[src/rtl/bpc_pkg.sv]
package bpc_pkg;

  localparam logic [23:0] PRESSURE_MAX = 24'hFFFFFF;

  // Configuration register indexes.
  localparam logic [1:0] REG_CURVE_LOW  = 2'd0;
  localparam logic [1:0] REG_CURVE_MID  = 2'd1;
  localparam logic [1:0] REG_CURVE_HIGH = 2'd2;
  localparam logic [1:0] REG_MID_OFFSET = 2'd3;

  typedef struct packed {
    logic signed [15:0] curve_low;
    logic signed [15:0] curve_mid;
    logic signed [15:0] curve_high;
    logic signed [15:0] mid_offset;
  } coeffs_t;

  // One classified sample handed from the front end to the solver.
  typedef struct packed {
    logic signed [33:0] xp;
    logic signed [40:0] den;
    logic signed [39:0] e1x5;
    logic signed [36:0] e2;
    logic signed [37:0] xpe1;
    logic               bad;
    logic signed [16:0] temp;
  } job_t;

  typedef enum logic [2:0] {
    B_IDLE,
    B_MUL,
    B_COMB,
    B_SCALE,
    B_CHECK,
    B_DIV,
    B_FIN,
    B_DONE
  } back_state_t;

endpackage

[src/rtl/bpc_queue.sv]
module bpc_queue (
  input  logic          clk,
  input  logic          rst,
  input  logic          push_valid,
  output logic          push_ready,
  input  bpc_pkg::job_t push_data,
  output logic          pop_valid,
  input  logic          pop_ready,
  output bpc_pkg::job_t pop_data
);
  import bpc_pkg::*;

  job_t       slots [2];
  logic       wr_ptr, rd_ptr;
  logic [1:0] count;
  logic       do_push, do_pop;

  assign push_ready = (count != 2'd2);
  assign pop_valid  = (count != 2'd0);
  assign pop_data   = slots[rd_ptr];
  assign do_push    = push_valid && push_ready;
  assign do_pop     = pop_valid && pop_ready;

  always_ff @(posedge clk) begin
    if (rst) begin
      wr_ptr <= 1'b0;
      rd_ptr <= 1'b0;
      count  <= 2'd0;
    end else begin
      if (do_push) wr_ptr <= ~wr_ptr;
      if (do_pop) rd_ptr <= ~rd_ptr;
      count <= count + 2'(do_push) - 2'(do_pop);
    end
  end

  always_ff @(posedge clk) begin
    if (do_push) slots[wr_ptr] <= push_data;
  end

endmodule

[config.mk]
export PLATFORM = sky130hd
export DESIGN_NAME = bpc_queue
export DESIGN_NICKNAME = d
export VERILOG_FILES = /design/src/rtl/bpc_pkg.sv /design/src/rtl/bpc_queue.sv
export SDC_FILE = /design/constraint.sdc
export NUM_CORES = 1
export LEC_CHECK = 0
export ABC_CLOCK_PERIOD_IN_PS = 22100
export BUFFER_PORTS_ARGS = -buffer_cell sky130_fd_sc_hd__clkbuf_2
export CAP_MARGIN = 20
export CORE_MARGIN = 2
export CORE_UTILIZATION = 50
export DETAILED_ROUTE_END_ITERATION = 6
export PLACE_DENSITY = 0.78
export SETUP_SLACK_MARGIN = 0.02
export SLEW_MARGIN = 25
export SYNTH_ARGS = -nofsm -noshare
export SYNTH_HDL_FRONTEND = slang
export SYNTH_SLANG_ARGS = --single-unit
[constraint.sdc]
create_clock -name clk -period 22.1 [get_ports clk]
set_input_delay 1.105 -clock clk [delete_from_list [all_inputs] [get_ports clk]]
set_output_delay 1.105 -clock clk [all_outputs]
set_load 0.03 [all_outputs]
==> results of run 1 <==
[kinds of logic after synthesis]
group | share of synthesized area
buffers and inverters | 0.0136
AND/OR/NAND/NOR | 0.00344
adder cells (fa/ha/maj) | 0.00160
AO/OA/AOI/OAI | 0.000480
multiplexers | 0.175
flip-flops | 0.805
XOR/XNOR | 0.00168
[area by class of cell]
type | count | area share
Multi-Input combinational cell | 226 | 0.147
Sequential cell | 421 | 0.646
Clock inverter | 19 | 0.00879
Timing Repair Buffer | 431 | 0.113
Tap cell | 396 | 0.0254
Antenna cell | 2 | 0.000257
Inverter | 1 | 0.000192
Clock buffer | 57 | 0.0600
[power by group]
part | switching, uW | total [uW] | leakage, uW | internal (uW)
combinational | 445 | 700 | 0.00299 | 255
clock | 278 | 685 | 0.000644 | 407
sequential | 43.1 | 1050 | 0.00393 | 1000
total | 766 | 2430 | 0.00756 | 1670
[routing by layer]
metal  vias to the layer above  global-route usage  part of all wire
li1                       3589                   -                 -
met1                      3837               0.224              0.37
met2                       411               0.315              0.49
met3                        74              0.0639             0.099
met4                         0              0.0723             0.037
met5                         -                   0                 0
[worst max-delay path, stage by stage (launching register included)]
cell and delay, ns:
dfxtp_4 0.93, buf_4 0.88, buf_4 0.69, mux2_2 0.42, clkbuf_2 0.19
[through the flow]
stage                     total power [uW]  cell area (um2)
after detailed placement              1770            18100
final                                 2430            19500
after CTS                             2450            19500
after floorplan                       1610            15700
after global routing                  2530            19500
after global placement                1760            18100
[worst min-delay path by stage]
| stage | startpoint | end | cells after the start |
|---|---|---|---|
| 6_report | rd_ptr | register | 2 |
| 5_1_grt | rd_ptr | register | 2 |
| 4_1_cts | rd_ptr | register | 2 |
| 3_5_place_dp | rd_ptr | register | 2 |
| 3_3_place_gp | rd_ptr | rd_ptr | 2 |
| 2_1_floorplan | rd_ptr | register | 2 |
[sequential cells by signal, indices dropped and copies added (netlist names), named ones only]
| register | cells |
|---|---|
| rd_ptr | 1 |
| wr_ptr | 1 |
| count | 2 |
| slots | 416 |
[synthesized netlist by cell type, drive strengths merged]
cell      n
dfxtp     5
or2       1
edfxtp  416
xor2      1
inv       1
xnor2     2
mux2    209
nand2     1
nor2      5
buf      23
ha        2
and3      1
nor2b     2
o21a      1
nand2b    1
==> flow_summary.toml, run 1 <==
[run_status]
status = "complete, no violations"

[final_layout]
final_nets = 1338
multiInputGateArea_um2 = 2860
n_fill_cell = 2128
regArea_um2 = 12600
areaGrowthSynthToFinish_pct = 24.6
stdcell_count = 1553
fin_util = 0.636
final_common_cell = "clkbuf_2"
final_cell_mix = "clkbuf_2, edfxtp_1, mux2_2, mux2_4, clkbuf_16"
drive_above_1_share = 0.606

[setup_path]
endpoint = "pop_data[195]"
reg2reg_from = "count[0]"
critPathKind = "reg -> out"
critPathRequiredTime_ns = 21.00
timing.rr.end = "slots[0][102]"
critPathLaunchType = "register"
setup.reg_to_reg.worst_slack_ns = 19.04
cp.arrival_ns = 3.67
rr_worst_depth = 5
crit_fanout = 58
cp-end-kind = "primary output"

[placement]
dp_slack_ns = 17.78
hpwl_um = 21700
gp_congestion = 0.809
io_buffer_count = 421
dpl.cell_count = 1474

[synth]
synthDistinctLibCells = 17
yosysTopAreaCellShare = 0.798
syn_area_um2 = 15700
yosysWarnings = 0
synth_top_area_cell = "edfxtp_1"
yosys_register_bits = 421
synth_cells = 671
yosys-top-cells-area = "edfxtp_1, mux2_4, mux2_2"
yosysSeqAreaShare = 0.805
mappedNetlistNets = 885
syn_avg_cell_area_um2 = 23.3

[sta]
setup_viol = 0
min_period_ns = 4.77
slew_violations = 0
finalHoldViolations = 0
fin_skew_ns = 0.0134
hold_slack_ns = 0.510
rsz0062_at_grt = "no"
period_share = 0.216
worst_pin_slew_ns = 0.988
max_freq_mhz = 210
setup_tns_ns = 0
setup_ws_ns = 17.33
relSlewSlack = 0.342

[drt]
post_drt_wl_per_cell_um = 20.4
vias = 7911
vias_per_cell = 5.09
drc = 0
wl_um = 31700
dr.pass1.iters = 4
ant_nets = 0
first_iter_violations = 447

[die]
die_width_um = 181
die_h_um = 181
row_count = 64
ios = 422
core_area_um2 = 30700
dieArea_um2 = 32700
start_util = 0.510

[power_and_ir_drop]
ir_drop_mv = 0.119
power_leakage_uw = 0.00756
powerDensity_nw_per_um2 = 125

[clock_network]
cts.sinks = 421
root_buffer = "clkbuf_16"
postCtsSetupRepairBufs = 0
clk_pin_slew_ns = 0.05
cts_hold_buf = 0
worstSkewPairLatency_ns = 0.52
clk_path_buf_depth = 3
cts_buffers = 43
cts_resized = 0
cts_tree = "yes"
htreeDepth = 2

[grt]
grt_first_pass_wirelength_um = 46700
grt_overflow = 0
grt_pass1_vias = 8235
grt_usage = 0.188
grt_start_max_net_pins = 80
antenna_found_initial = 2

[job]
drv_cap = 0

[hold_path]
worstHoldPathType = "reg -> reg"
Note: power is estimated with default switching activity, not from simulation.
==> run 2: changes to the inputs <==
ABC_CLOCK_PERIOD_IN_PS = 4100   (was 22100)
CORE_UTILIZATION = 47   (was 50)
PLACE_DENSITY = 0.76   (was 0.78)
clock period = 4.1 ns   (was 22.1 ns; I/O delays follow)
==> flow_summary.toml, run 2 (synthesized netlist as in run 1, its figures left out) <==
[run_status]
status = "complete, no violations"

[power_and_ir_drop]
power.total_uw = 13200
power_frac_clock = 0.266
seq_power_share = 0.426
pwr-share-comb = 0.308
sw_frac_of_total = 0.322
p_switching_uw = 4270
ir_drop_mv = 0.418
intPower_uw = 8970
power_leakage_uw = 0.00851
powerDensity_nw_per_um2 = 609

[clock_network]
htreeDepth = 2
cts_buffers = 43
cts_hold_buf = 209
cts_tree = "yes"
clk_path_buf_depth = 3
postCtsSetupRepairBufs = 0
cts_resized = 0
cts.sinks = 421
clk_pin_slew_ns = 0.06
worstSkewPairLatency_ns = 0.52
root_buffer = "clkbuf_16"

[grt]
grt_first_pass_wirelength_um = 55100
grt_pass1_vias = 9763
antenna_found_initial = 2
grt_overflow = 0
grt_start_max_net_pins = 65
grt_usage = 0.205

[sta]
max_freq_mhz = 360
worst_pin_slew_ns = 1.00
setup_viol = 0
setup_tns_ns = 0
finalHoldViolations = 0
period_share = 0.677
relSlewSlack = 0.332
min_period_ns = 2.78
slew_violations = 0
fin_skew_ns = 0.0125
rsz0062_at_grt = "no"

[setup_path]
critPathKind = "reg -> out"
critPathBufInv = 2
cp_top_family = "flip-flops"
cp.arrival_ns = 2.57
reg2reg_from = "count[0]"
crit_chain = "buf_4, mux2_2, clkbuf_2"
crit_fanout = 57
timing.rr.end = "slots[1][88]"
critPathLaunchType = "register"
rr_worst_depth = 3
slowest_stage = "dfxtp_4"
critPathRequiredTime_ns = 3.89
slowest_delay_ns = 0.96
setup.reg_to_reg.worst_slack_ns = 1.98
cp-end-kind = "primary output"

[drt]
drc = 0
ant_nets = 0
first_iter_violations = 458
vias_per_cell = 4.87
wl_um = 36600
dr.pass1.iters = 5
post_drt_wl_per_cell_um = 20.0
vias = 8904

[final_layout]
final_nets = 1565
n_fill_cell = 2116
largest_reg_flops = 416
areaGrowthSynthToFinish_pct = 39.0
final_cell_mix = "clkbuf_2, edfxtp_1, dlygate4sd3_1, mux2_2, mux2_4"
final_common_cell = "clkbuf_2"
largestRegisters = "slots x416, count x2"
fin_util = 0.665
drive_above_1_share = 0.517
top_register = "slots"

[hold_path]
hold_end = "wr_ptr"
whs_path_depth = 3
worstHoldPathType = "in -> reg"
min_from = "push_valid"

[die]
die_h_um = 186
ios = 422
die_width_um = 186
start_util = 0.479
dieArea_um2 = 34800
core_area_um2 = 32700
row_count = 66

[job]
drv_cap = 0

[placement]
gp_congestion = 0.794
io_buffer_count = 421
hpwl_um = 22300
## run 2: changes by cell type in the layout (fill, tap and decap cells not counted), moves of 3 or more
cell           previous run  this run
clkinv_1                  8        13
buf_4                     8        24
bufinv_16                 3         0
dlygate4sd3_1             0       209
clkinvlp_4                3         0
buf_12                    0         3
## run 2: worst max-delay path by stage
stage | slack, ns | startpoint | cells past startpoint | endpoint
after CTS | 1.29 | register | 3 | pop_data[29]
after floorplan | 0.01 | count[0] | 3 | slots[0][0]
after detailed placement | 1.85 | register | 3 | pop_data[29]
final | 1.32 | register | 3 | pop_data[31]
after global placement | 1.88 | count[0] | 4 | slots[0][140]
after global routing | 1.19 | register | 3 | pop_data[31]
## run 2: area by class of cell
class | count | area, um2 | share of cell area
Antenna cell | 3 | 7.51 | 0.000345
Clock inverter | 18 | 73.8 | 0.00339
Clock buffer | 58 | 1170 | 0.0540
Tap cell | 442 | 553 | 0.0254
Multi-Input combinational cell | 226 | 2870 | 0.132
Sequential cell | 421 | 12600 | 0.579
Inverter | 1 | 3.75 | 0.000173
Timing Repair Buffer | 658 | 4470 | 0.205
## run 2: metrics by stage
step / cells / worst slack [ns] / area, um2 / hold WS [ns]
2_1_floorplan: 671 / 0.0111 / 15700 / 0.269
3_3_place_gp: 1538 / 1.88 / 18400 / 0.393
3_5_place_dp: 1539 / 1.85 / 18400 / 0.397
4_1_cts: 1824 / 1.29 / 21700 / 0.0261
5_1_grt: 1826 / 1.19 / 21700 / 0.0244
6_report: 1827 / 1.32 / 21700 / 0.0474
## run 2: power by group through the flow
stage	Sequential, uW	Combinational, uW	Clock, uW
detailed placement	5720	3900	0
CTS	5630	4080	3550
finish	5640	4080	3520
global placement	5690	3850	0
global route	5690	4270	3750
floorplan	5640	2940	0
## run 2: worst register-to-register path: cells and delay by family, from the launching register on
family	cells	cell delay, ns
flops	1	0.35
buf+inv	1	0.45
simple gates	2	1.00
## run 2: metal layers
metal	GRT usage	wire, um
met5	0	0
met4	0.0635	1000
met3	0.0540	2560
met2	0.383	19500
met1	0.229	13500
==> run 3: changes to the inputs <==
ABC_CLOCK_PERIOD_IN_PS = 2200   (was 4100)
clock period = 2.2 ns   (was 4.1 ns; I/O delays follow)
==> flow_summary.toml, run 3 (synthesized netlist as in run 1, its figures left out) <==
[final_layout]
top_register = "slots"
stdcell_count = 1834
final_nets = 1573
final_common_cell = "clkbuf_2"
drive_above_1_share = 0.523
areaGrowthSynthToFinish_pct = 40.7
largest_reg_flops = 416
final_cell_mix = "clkbuf_2, edfxtp_1, dlygate4sd3_1, mux2_2, mux2_4"
largestRegisters = "slots x416, count x2"
n_fill_cell = 2074
fin_util = 0.673

[sta]
period_share = 0.917
setup_ws_ns = 0.182
setup_viol = 0
rsz0062_at_grt = "no"
max_freq_mhz = 496
fin_skew_ns = 0.0105
slew_violations = 0
hold_slack_ns = 0.319
relSlewSlack = 0.543
finalHoldViolations = 0
worst_pin_slew_ns = 0.685
min_period_ns = 2.02

[setup_path]
critPathKind = "reg -> out"
reg2reg_from = "count[0]"
rr_worst_depth = 5
critPathLaunchType = "register"
slowest_delay_ns = 0.41
cp_top_family = "buffers and inverters"
path_common_cell = "buf_12"
endpoint = "pop_data[148]"
crit_cells = 4
timing.rr.end = "slots[0][126]"
cp-end-kind = "primary output"
critPathRequiredTime_ns = 2.09
setup.reg_to_reg.worst_slack_ns = 0.54
critPathBufInv = 3
slowest_stage = "dfxtp_4"
cp.arrival_ns = 1.91
crit_fanout = 31
crit_chain = "buf_12, buf_12, mux2_4, clkbuf_2"

[die]
die_h_um = 186
row_count = 66
dieArea_um2 = 34800
start_util = 0.479
die_width_um = 186
core_area_um2 = 32700
ios = 422

[clock_network]
cts.sinks = 421
root_buffer = "clkbuf_16"
clk_path_buf_depth = 3
cts_buffers = 42
cts_tree = "yes"
clk_pin_slew_ns = 0.06
worstSkewPairLatency_ns = 0.52
htreeDepth = 2

[job]
drv_cap = 0

[drt]
ant_nets = 0
vias = 8940
dr.pass1.iters = 4
dr_wl_met3_um = 2560
vias_per_cell = 4.87
drc = 0
post_drt_wl_per_cell_um = 19.7
wl_met2_um = 19100
wl_um = 36100
m1WireLength_um = 13400
first_iter_violations = 469
dr.max_layer_used = "met4"

[grt]
grt_pass1_vias = 9812
grt_overflow = 0
antenna_found_initial = 2
grt_first_pass_wirelength_um = 54400
grt_usage = 0.201
grt_start_max_net_pins = 104

[power_and_ir_drop]
ir_drop_mv = 0.862
powerDensity_nw_per_um2 = 1140
power_leakage_uw = 0.00862

[run_status]
status = "complete, no violations"

[placement]
dp_slack_ns = 0.553
hpwl_um = 22200
dpl.cell_count = 1540
io_buffer_count = 421
gp_congestion = 0.760

[hold_path]
worstHoldPathType = "in -> reg"
[run 3: cell count changes in the layout (fill, tap and decap cells not counted)]
cell and delta:
buf_12 +13, buf_16 -1, buf_4 -6, bufinv_16 +2
clkbuf_1 -2, clkinv_1 -5, clkinv_2 +2, clkinvlp_4 +1
dlygate4sd3_1 +3
[run 3: what timing repair did]
action | in CTS | in global routing
hold buffers | 212 | 0
endpoints found under the setup margin | 20 | 0
gates resized for setup | 0 | 0
setup buffers | 5 | 0
endpoints found under the hold margin | 421 | 0
[run 3: report_power, final]
part / total, uW / internal (uW) / switching (uW)
Clock: 6760 / 3950 / 2820
Sequential: 10400 / 10100 / 292
Combinational: 7990 / 3120 / 4870
[run 3: metal layers]
layer  vias up  track usage
met5         -            0
met4         0       0.0632
met3        75       0.0502
met2       401        0.373
met1      4410        0.228
li1       4054            -
[run 3: worst reg2reg max path, cell delays in order (launching register included)]
cell	delay, ns
dfxtp_2	0.35
nand2b_4	0.15
nand2_4	0.07
nor2_4	0.14
buf_4	0.20
buf_4	0.40
[run 3: final cells by class]
| cell class | count | area (um2) | share of cell area |
|---|---|---|---|
| Sequential cell | 421 | 12600 | 0.572 |
| Timing Repair Buffer | 667 | 4680 | 0.213 |
| Multi-Input combinational cell | 226 | 2870 | 0.130 |
| Clock buffer | 56 | 1170 | 0.0530 |
| Tap cell | 442 | 553 | 0.0251 |
| Clock inverter | 18 | 133 | 0.00602 |
| Antenna cell | 3 | 7.51 | 0.000341 |
| Inverter | 1 | 3.75 | 0.000170 |
[run 3: worst min path at each step]
stage,slack [ns],cells after the start,from,to
after global routing,0.30,2,push_data[77],slots[1][77]
final,0.32,2,push_data[198],slots[1][198]
after global placement,0.30,1,push_data[200],slots[0][200]
after detailed placement,0.30,1,push_data[46],slots[0][46]
after floorplan,0.17,1,rst,count[0]
after CTS,0.28,2,push_data[46],slots[1][46]
[run 3: stage by stage]
step | power, uW | setup TNS, ns | cell area (um2)
2_1_floorplan | 16000 | -673.15 | 15700
3_3_place_gp | 17900 | 0 | 18500
3_5_place_dp | 18000 | 0 | 18500
4_1_cts | 25200 | 0 | 22000
5_1_grt | 26000 | 0 | 22000
6_report | 25100 | 0 | 22000
